===== src/hw/rtl/huffman_tree_decoder_unit_macros.svh =====
// Assertion macros for the Huffman tree decoder unit.
// Depends on nothing; included by the modules that carry assertions.
`ifndef HUFFMAN_TREE_DECODER_UNIT_MACROS_SVH
`define HUFFMAN_TREE_DECODER_UNIT_MACROS_SVH

// Check a consequent in the same cycle as its antecedent.
`define HTD_ASSERT_NOW(label, clk, rst_n, ante, cons, msg) \
	label: assert property (@(posedge clk) disable iff (!rst_n) (ante) |-> (cons)) \
		else $error(msg);

// Check a consequent in the cycle after its antecedent.
`define HTD_ASSERT_NEXT(label, clk, rst_n, ante, cons, msg) \
	label: assert property (@(posedge clk) disable iff (!rst_n) (ante) |=> (cons)) \
		else $error(msg);

`endif


===== src/hw/rtl/htd_pkg.sv =====
// Shared types and constants of the Huffman tree decoder unit.
// Depends on nothing; used by the result interface, the controller, the datapath and the top.
package htd_pkg;

	localparam int NODE_COUNT_DEF   = 512;
	localparam int MAX_CODE_LEN_DEF = 32;

	localparam logic REQ_LOAD = 1'b0;
	localparam logic REQ_DATA = 1'b1;

	typedef enum logic [2:0] {
		ST_SYMBOL    = 3'd0,
		ST_LOADED    = 3'd1,
		ST_POOL_FULL = 3'd2,
		ST_BAD_LEN   = 3'd3,
		ST_INVALID   = 3'd4
	} status_t;

	// Commands from the controller to the datapath
	typedef struct packed {
		logic    accept;
		logic    clr_wr;
		logic    ld_init;
		logic    ld_step;
		logic    ld_leaf;
		logic    dc_start;
		logic    dc_go;
		logic    dc_invalid;
		logic    dc_leaf;
		logic    dc_descend;
		logic    push;
		logic    flush;
		status_t res_status;
	} ctrl_cmd_t;

	// Status from the datapath to the controller
	typedef struct packed {
		logic clr_done;
		logic is_load;
		logic len_bad;
		logic ld_last;
		logic ld_full_hit;
		logic dc_done;
		logic nxt_zero;
		logic nxt_leaf;
		logic b_zero;
		logic count_hits;
		logic room;
		logic out_free;
		logic pend_v;
	} dp_stat_t;

endpackage


===== src/hw/rtl/htd_ctrl.sv =====
// Controller of the Huffman tree decoder: sequences clearing, loads and decodes.
// Depends on htd_pkg.
module htd_ctrl (
	input  logic               clk,
	input  logic               arst_n,
	input  logic               in_valid,
	output logic               in_ready,
	input  htd_pkg::dp_stat_t  st,
	output htd_pkg::ctrl_cmd_t cmd
);

	typedef enum logic [3:0] {
		S_CLEAR,
		S_IDLE,
		S_DISPATCH,
		S_BADLEN,
		S_LD_STEP,
		S_LD_LEAF,
		S_DC_STEP,
		S_DC_CHK,
		S_FLUSH
	} state_t;

	state_t state_q;
	state_t state_d;
	logic   in_ready_q;

	// Next state and commands
	always_comb begin
		cmd     = '0;
		state_d = state_q;
		case (state_q)
			S_CLEAR: begin
				cmd.clr_wr = 1'b1;
				if (st.clr_done) begin
					state_d = S_IDLE;
				end
			end
			S_IDLE: begin
				if (in_valid && in_ready_q) begin
					cmd.accept = 1'b1;
					state_d    = S_DISPATCH;
				end
			end
			S_DISPATCH: begin
				if (st.is_load) begin
					if (st.len_bad) begin
						state_d = S_BADLEN;
					end else begin
						cmd.ld_init = 1'b1;
						state_d     = S_LD_STEP;
					end
				end else if (st.dc_done) begin
					state_d = S_IDLE;
				end else begin
					cmd.dc_start = 1'b1;
					state_d      = S_DC_STEP;
				end
			end
			S_BADLEN: begin
				if (st.room) begin
					cmd.push       = 1'b1;
					cmd.res_status = htd_pkg::ST_BAD_LEN;
					state_d        = S_FLUSH;
				end
			end
			S_LD_STEP: begin
				if (st.ld_full_hit) begin
					if (st.room) begin
						cmd.push       = 1'b1;
						cmd.res_status = htd_pkg::ST_POOL_FULL;
						state_d        = S_FLUSH;
					end
				end else begin
					cmd.ld_step = 1'b1;
					if (st.ld_last) begin
						state_d = S_LD_LEAF;
					end
				end
			end
			S_LD_LEAF: begin
				if (st.room) begin
					cmd.ld_leaf    = 1'b1;
					cmd.push       = 1'b1;
					cmd.res_status = htd_pkg::ST_LOADED;
					state_d        = S_FLUSH;
				end
			end
			S_DC_STEP: begin
				if (st.nxt_zero) begin
					if (st.room) begin
						cmd.push       = 1'b1;
						cmd.res_status = htd_pkg::ST_INVALID;
						cmd.dc_invalid = 1'b1;
						if (st.b_zero) begin
							state_d = S_FLUSH;
						end
					end
				end else begin
					cmd.dc_go = 1'b1;
					state_d   = S_DC_CHK;
				end
			end
			S_DC_CHK: begin
				if (st.nxt_leaf) begin
					if (st.room) begin
						cmd.push       = 1'b1;
						cmd.res_status = htd_pkg::ST_SYMBOL;
						cmd.dc_leaf    = 1'b1;
						state_d        = (st.b_zero || st.count_hits) ? S_FLUSH : S_DC_STEP;
					end
				end else begin
					cmd.dc_descend = 1'b1;
					state_d        = st.b_zero ? S_FLUSH : S_DC_STEP;
				end
			end
			S_FLUSH: begin
				if (!st.pend_v) begin
					state_d = S_IDLE;
				end else if (st.out_free) begin
					cmd.flush = 1'b1;
					state_d   = S_IDLE;
				end
			end
			default: begin
				state_d = S_IDLE;
			end
		endcase
	end

	// Hold state and the registered ready
	always_ff @(posedge clk or negedge arst_n) begin
		if (!arst_n) begin
			state_q    <= S_CLEAR;
			in_ready_q <= 1'b0;
		end else begin
			state_q    <= state_d;
			in_ready_q <= (state_d == S_IDLE);
		end
	end

	assign in_ready = in_ready_q;

endmodule


===== config.mk =====
export PLATFORM = sky130hd
export DESIGN_NAME = htd_ctrl
export DESIGN_NICKNAME = d
export VERILOG_FILES = /design/src/hw/rtl/huffman_tree_decoder_unit_macros.svh /design/src/hw/rtl/htd_pkg.sv /design/src/hw/rtl/htd_ctrl.sv
export SDC_FILE = /design/constraint.sdc
export NUM_CORES = 1
export LEC_CHECK = 0
export BUFFER_PORTS_ARGS = -buffer_cell sky130_fd_sc_hd__clkbuf_2
export CAP_MARGIN = 20
export CORE_MARGIN = 3
export CORE_UTILIZATION = 40
export DETAILED_ROUTE_END_ITERATION = 8
export PLACE_DENSITY = 0.84
export SETUP_SLACK_MARGIN = 0.02
export SLEW_MARGIN = 20
export SYNTH_ARGS = -nofsm -noshare
export SYNTH_HDL_FRONTEND = slang
export SYNTH_SLANG_ARGS = --single-unit

===== constraint.sdc =====
create_clock -name clk -period 2.9 [get_ports clk]
set_input_delay 0.58 -clock clk [delete_from_list [all_inputs] [get_ports clk]]
set_output_delay 0.58 -clock clk [all_outputs]
set_load 0.1 [all_outputs]

Yosys cells after proc, flatten, opt, wreduce, memory -nomap -nowiden
Index checks and enable logic that the tools add are counted.
- register bits: 5
- bits of input ports: 16
- output and inout port bits: 16
- word-level logic and storage cells: 64
- equality and inequality tests: 9
- muxes and demuxes: 49
- reduce and logical (&&, ||, !) cells: 4
- operators by type and width (kind ; count):
    $mux W4 ; 15
    $pmux W4 S8 ; 1
    $mux W1 ; 22
    $eq A4 B3 Y1 const B ; 4
    $mux W3 ; 4
    $pmux W3 S4 ; 1
    $mux W2 ; 5
    $eq A4 B1 Y1 const B ; 2
    $eq A4 B2 Y1 const B ; 2
    $eq A4 B4 Y1 const B ; 1
    $logic_not A4 Y1 ; 1
    $pmux W1 S4 ; 1
    $reduce_or A2 Y1 ; 1
    $logic_and A1 B1 Y1 ; 1
    $logic_or A1 B1 Y1 ; 1

Longest topological paths before layout
Gate-level depths: netlist of the first run.
- word-level depth: 6
- depth in mapped cells: 6

Worst setup path after synthesis of the first run
Ideal clock, no wire load.
- kind: reg2reg
- start: reg state_q[3]
- end: reg in_ready_q (netlist: in_ready)
- arrival: 3.960 ns
- required time: 2.820 ns
- slack: -1.140 ns
- stages on the path, launching flop included: 7
- buffers on the path: 1
- clock period less this slack: 4.040 ns
- cell sequence: dfrtp_1 > buf_4 > nor4_1 > nand2_1 > nand3_1 > a2111o_1 > nor3b_2
- RTL lines (element ; RTL line ; source):
    start: declaration ; htd_ctrl.sv:24 ; state_t state_q;
    start signal: assignment ; htd_ctrl.sv:137 ; state_q <= state_d;
    $eq A4 B3 Y1 / $eq A4 B2 Y1 (equally long branches) ; htd_ctrl.sv:32 ; case (state_q)
    $reduce_or A2 Y1 (no line) ; - ;
    $pmux W4 S8 * ; htd_ctrl.sv:32 ;
    via state_d[0] ; htd_ctrl.sv:25 ; state_t state_d;
    $eq A4 B1 Y1 * ; htd_ctrl.sv:138 ; in_ready_q <= (state_d == S_IDLE);
    end signal: assignment ; htd_ctrl.sv:138 ;
    end: declaration ; htd_ctrl.sv:26 ; logic in_ready_q;
The timed path passes the listed nets; every way through them passes the cells marked *.

==> impl_metrics.yaml, run 1 <==
synthesis:
  yosysWarnings: 0
  synth_mux_area_share_pct: 2.36
  synthCells: 86
  syn_area_um2: 637
  synthAdderAreaFrac_pct: 0
  synthSimpleGateAreaFrac_pct: 45.0
  ys_seq_area_share_pct: 19.6
  syn_nets: 102
  synthXorXnorAreaFrac_pct: 1.38
  synth.avg_cell_area_um2: 7.41
  synth_seq_cells: 5
  synth.distinct_cells: 34
  synth_top_family_by_area: "simple AND/OR/NAND/NOR gates"
  synth_compound_area_share_pct: 23.2
sta:
  rsz0062_at_grt: "no"
  fmax_mhz: 377
  hold_slack_ns: 0.142
  slew_viol_final: 0
  worst_slack_ns: 0.247
  final_hold_viol_count: 0
  tightest_slew_ns: 0.542
  setup_viol: 0
  setup_tns_ns: 0
  relSlewSlack_pct: 64.0
  fin_skew_ns: 0.00203
  period_share_pct: 91.5
  fin_crit_ns: 2.65
clock_network:
  cts-resized-gates: 0
  root_buffer: "clkbuf_4"
  clk_path_buf_depth: 2
  clk_pin_slew_ns: 0.04
  insertion_delay_ns: 0.24
  ctsHoldBuffers: 0
  cts.sinks: 5
  numCtsBuffers: 3
  cts_setup_buffers: 0
  htreeDepth: 1
  tritoncts: "yes"
placed_design:
  dp_hpwl_mm: 1.41
  postPlaceCellArea_um2: 813
  gp_congestion: 0.834
  io_buffers: 31
  dp.cells: 128
  pre_cts_ws_ns: 0.518
floorplan:
  coreArea_mm2: 0.00140
  die_w_um: 45.9
  num_rows: 13
  initial_core_util_pct: 45.5
  die-area_mm2: 0.00211
  fp.dieH_um: 45.9
  io_pins: 32
pwr:
  p_switching_mw: 0.626
  p_comb_share_pct: 73.8
  power.density_mw_per_mm2: 1160
  swShare_pct: 64.0
  seqPwrFrac_pct: 17.9
  leakage_nw: 0.393
  peakVddDrop_mv: 0.659
  pwr-share-clk_pct: 8.3
  internal-power_mw: 0.352
  power_mw: 0.977
worst_setup_path:
  cpMaxStageDelayCell: "dfrtp_1"
  worst_ep_arrival_time_ns: 2.07
  timing.rr.start: "state_q[1]"
  crit_start: "state_q[1]"
  path_cells: "nor2b_1, and4_2, nor2_1, nand2_1, clkbuf_2"
  max_stage_delay_ns: 0.63
  cp-end-kind: "primary output"
  crit_buf_inv: 1
  cp_max_fo: 14
  path_delay_family: "simple AND/OR/NAND/NOR gates"
  worstPathRequired_ns: 2.32
  startpoint_type: "register"
  crit_type: "reg -> out"
min_path:
  min_path_type: "in -> async"
routing:
  drt.antenna.violating_nets: 0
  routedWlPerCell_um: 13.7
  drt-initial-drc-count: 25
  wl_mm: 1.81
  vias: 779
  dr.pass1.iters: 5
  drc_errors: 0
  drt-vias-per-instance: 5.90
cells_and_area:
  fillers: 144
  fin_area_um2: 840
  postLayoutCoreUtil_pct: 60.0
  area_growth_syn_to_layout_pct: 31.8
  insertedDiodeCount: 0
  fin_cells: 132
  drive_above_1_share_pct: 44.4
  nets: 134
global_routing:
  grt_pass1_wl_mm: 2.86
  grt_pass1_vias: 653
  grt_max_degree: 15
  top_usage_layer: "met2"
  grtUsageMet2_pct: 26.9
  grt_overflow: 0
  met3_usage_pct: 3.95
  use_met1_pct: 25.6
  grt_usage_pct: 18.5
  antenna_found_initial: 0
flow_run:
  maxCapViolations: 0
outcome:
  status: "finished, final reports clean"
placed cells by master (no fill, tap or decap), drive strengths merged:
master / count
o22ai: 1
a21oi: 5
and3: 1
buf: 1
nor2b: 6
a211o: 1
o32ai: 1
nand3: 4
and2: 1
xnor2: 1
and4: 2
nor3b: 5
nor4: 1
o21ai: 6
a31oi: 4
clkbuf: 35
mux2: 1
a2111o: 1
nand2: 9
a22oi: 1
a2111oi: 1
nor3: 3
nor2: 13
nand2b: 3
or3b: 1
dfrtp: 5
inv: 3
o311ai: 1
worst register-to-register path, delay by kind of cell, from the launching register on:
kind | cells | cell delay, ns
and+or+nand+nor | 2 | 0.65
DFF | 1 | 0.63
AOI/OAI and AO/OA | 2 | 0.38
registers in the layout (all words and copies together), names as in the netlist:
| name | flops |
|---|---|
| in_ready | 1 |
| state_q | 4 |
final timing paths:
| path | end | depth (start not counted) | slack, ns |
|---|---|---|---|
| max in group asynchronous | state_q[1] | 1 | 2.62 |
| worst min-delay path | state_q[0] | 1 | 0.14 |
| worst max register to register | state_q[3] | 4 | 1.12 |
| worst max-delay path | cmd[4] | 5 | 0.25 |
| min in group clk | state_q[0] | 2 | 0.60 |
| worst min register to register | in_ready | 3 | 0.77 |
power groups by stage:
stage | sequential (mW) | clock [mW] | combinational, mW
3_3_place_gp | 0.173 | 0 | 0.708
3_5_place_dp | 0.174 | 0 | 0.719
4_1_cts | 0.174 | 0.0851 | 0.721
5_1_grt | 0.181 | 0.0906 | 0.772
6_report | 0.175 | 0.0814 | 0.721
2_1_floorplan | 0.183 | 0 | 0.615
cells by family (layout without fill, tap and decap cells):
logic type             count (synthesis)  after routing
XOR/XNOR                               1              1
flip-flops                             5              5
multiplexers                           1              1
buffers and inverters                  8             39
AND/OR/NAND/NOR                       49             49
AO/OA/AOI/OAI                         22             22
metal layers:
metal | wire, µm | vias up | part of all wire [%]
li1 | - | 376 | -
met1 | 763 | 358 | 42
met2 | 864 | 41 | 48
met3 | 163 | 4 | 9.0
met4 | 13 | 0 | 0.72
met5 | 0 | - | 0
final cells by class:
cell class	instances	area [µm²]	area share, %
clock buffer	4	26.3	3.13
multi-input combinational	73	495	59.0
timing repair buffer	32	163	19.4
inverter	3	11.3	1.34
tap	15	18.8	2.24
sequential	5	125	14.9
cell usage after synthesis:
cell | number | area share [%]
a2111o_1 | 1 | 1.8
a2111oi_0 | 1 | 1.4
a211o_1 | 1 | 1.4
a21oi_1 | 5 | 3.9
a22oi_1 | 1 | 1.2
a31oi_1 | 4 | 3.9
and2_1 | 1 | 0.98
and3_1 | 1 | 0.98
and4_1 | 2 | 2.8
buf_2 | 1 | 0.79
buf_4 | 2 | 2.4
buf_6 | 2 | 3.5
dfrtp_1 | 5 | 20
inv_1 | 3 | 1.8
mux2_4 | 1 | 2.4
nand2_1 | 8 | 4.7
nand2_4 | 1 | 1.8
nand2b_1 | 3 | 2.9
nand3_1 | 4 | 3.1
nor2_1 | 10 | 5.9
nor2_2 | 3 | 2.9
nor2b_1 | 5 | 4.9
nor2b_4 | 1 | 2.2
nor3_1 | 3 | 2.4
nor3b_1 | 4 | 4.7
nor3b_2 | 1 | 2.0
nor4_1 | 1 | 0.98
o21ai_0 | 4 | 3.1
o21ai_1 | 2 | 1.6
o22ai_1 | 1 | 0.98
o311ai_2 | 1 | 2.6
o32ai_1 | 1 | 1.4
or3b_4 | 1 | 1.8
xnor2_1 | 1 | 1.4
Power figures use the tool's default switching activity.
==> run 2: changes to the inputs <==
CTS_BUF_LIST = sky130_fd_sc_hd__clkbuf_4   (was unset)
HOLD_SLACK_MARGIN = 0.12   (was unset)
==> run 2 against run 1 <==
Against the previous run:
- sequential share of layout area is 0.066 points lower
- critical path type unchanged
- wire length grew 0.50%
- clock power grew 12%
- utilization up 0.27 points
- combinational power is essentially flat
- sequential power hardly changed
- non-clock buffer count unchanged
- fmax grew 0.10%
- clock skew barely moved
- count of clock-buffer cells in the layout is the same
- cell count unchanged
==> impl_metrics.yaml, run 2 (synthesis results as in run 1) <==
outcome:
  status: "finished, final reports clean"
sta:
  worst_slack_ns: 0.250
  final_hold_viol_count: 0
  hold_slack_ns: 0.141
  fin_crit_ns: 2.65
  period_share_pct: 91.4
  rsz0062_at_grt: "no"
  setup_tns_ns: 0
  fin_skew_ns: 0.00228
  setup_viol: 0
  slew_viol_final: 0
  tightest_slew_ns: 0.542
  relSlewSlack_pct: 64.0
  fmax_mhz: 377
cells_and_area:
  postLayoutCoreUtil_pct: 60.3
  fin_cells: 132
  area_growth_syn_to_layout_pct: 32.4
  final_common_cell: "clkbuf_2"
  top_register: "state_q"
  largest_register_ffs: 4
  drive_above_1_share_pct: 45.3
  insertedDiodeCount: 0
  regArea_um2: 125
  mostFrequentLayoutCells: "clkbuf_2 (31), nand2_1 (8), nor2_1 (8)"
  multiInputGateArea_um2: 495
  nets: 134
  fillers: 142
  fin_area_um2: 843
min_path:
  min_path_type: "in -> async"
worst_setup_path:
  cpMaxStageDelayCell: "dfrtp_1"
  rrSetupSlack_ns: 1.13
  worstPathRequired_ns: 2.32
  timing.rr.start: "state_q[1]"
  crit_start: "state_q[1]"
  r2r_cells: 4
  critPathCapture: "cmd[4]"
  cp_max_fo: 14
  reg2reg_to: "state_q[3]"
  path_cells: "nor2b_1, and4_2, nor2_1, nand2_1, clkbuf_2"
  worst_ep_arrival_time_ns: 2.07
  cp-end-kind: "primary output"
  startpoint_type: "register"
  max_stage_delay_ns: 0.63
  crit_type: "reg -> out"
routing:
  vias: 772
  dr.pass1.iters: 4
  drt.antenna.violating_nets: 0
  drc_errors: 0
  drt-vias-per-instance: 5.85
  routedWlPerCell_um: 13.8
  wl_mm: 1.82
  drt-initial-drc-count: 41
global_routing:
  grt_pass1_vias: 643
  grt_usage_pct: 18.3
  grt_max_degree: 15
  antenna_found_initial: 0
  grt_pass1_wl_mm: 2.83
  grt_overflow: 0
pwr:
  power.density_mw_per_mm2: 1170
  leakage_nw: 0.396
  peakVddDrop_mv: 0.660
  power_mw: 0.987
placed_design:
  dp_hpwl_mm: 1.41
  postPlaceCellArea_um2: 813
  io_buffers: 31
  gp_congestion: 0.834
  dp.cells: 128
  pre_cts_ws_ns: 0.518
floorplan:
  die_w_um: 45.9
  io_pins: 32
  die-area_mm2: 0.00211
  num_rows: 13
  coreArea_mm2: 0.00140
  initial_core_util_pct: 45.5
  fp.dieH_um: 45.9
clock_network:
  numCtsBuffers: 3
  insertion_delay_ns: 0.24
  cts_setup_buffers: 0
  cts.sinks: 5
  clk_path_buf_depth: 2
  tritoncts: "yes"
  clk_pin_slew_ns: 0.04
  ctsHoldBuffers: 0
  root_buffer: "clkbuf_4"
  cts-resized-gates: 0
  htreeDepth: 1
flow_run:
  maxCapViolations: 0
-- run 2: cell counts in the layout (fill, tap and decap cells not counted) --
No cell type changed its count.
-- run 2: area by class of cell --
class | count | share of cell area [%]
repair buffers | 32 | 19.3
flip-flops and latches | 5 | 14.8
clock buffers | 4 | 3.56
multi-input cells | 73 | 58.8
well taps | 15 | 2.23
inverters | 3 | 1.34
-- run 2: power breakdown --
part / switching (mW) / total (mW) / internal (mW)
Clock: 0.0294 / 0.0908 / 0.0614
Combinational: 0.523 / 0.721 / 0.198
Sequential: 0.0737 / 0.176 / 0.102
Total: 0.626 / 0.987 / 0.361
-- run 2: critical path: cells and delay by family (launching register included) --
kind                   cells  cell delay (ns)
flip-flops                 1             0.63
buffers and inverters      1             0.45
AND/OR/NAND/NOR            4             0.75
-- run 2: worst min path at each step --
stage	from	end	slack (ns)	depth (start not counted)
after floorplan	arst_n	in_ready	0.28	0
after detailed placement	arst_n	state_q[0]	0.40	1
final	arst_n	state_q[0]	0.14	1
after global routing	arst_n	state_q[0]	0.13	1
after CTS	arst_n	state_q[0]	0.14	1
after global placement	arst_n	state_q[2]	0.40	1
-- run 2: routing by layer --
layer	wire length, µm	global-route usage, %	up-vias
met3	194	3.95	2
li1	-	-	375
met2	844	26.1	47
met4	10	8.52	0
met1	765	25.8	348
met5	0	0	-
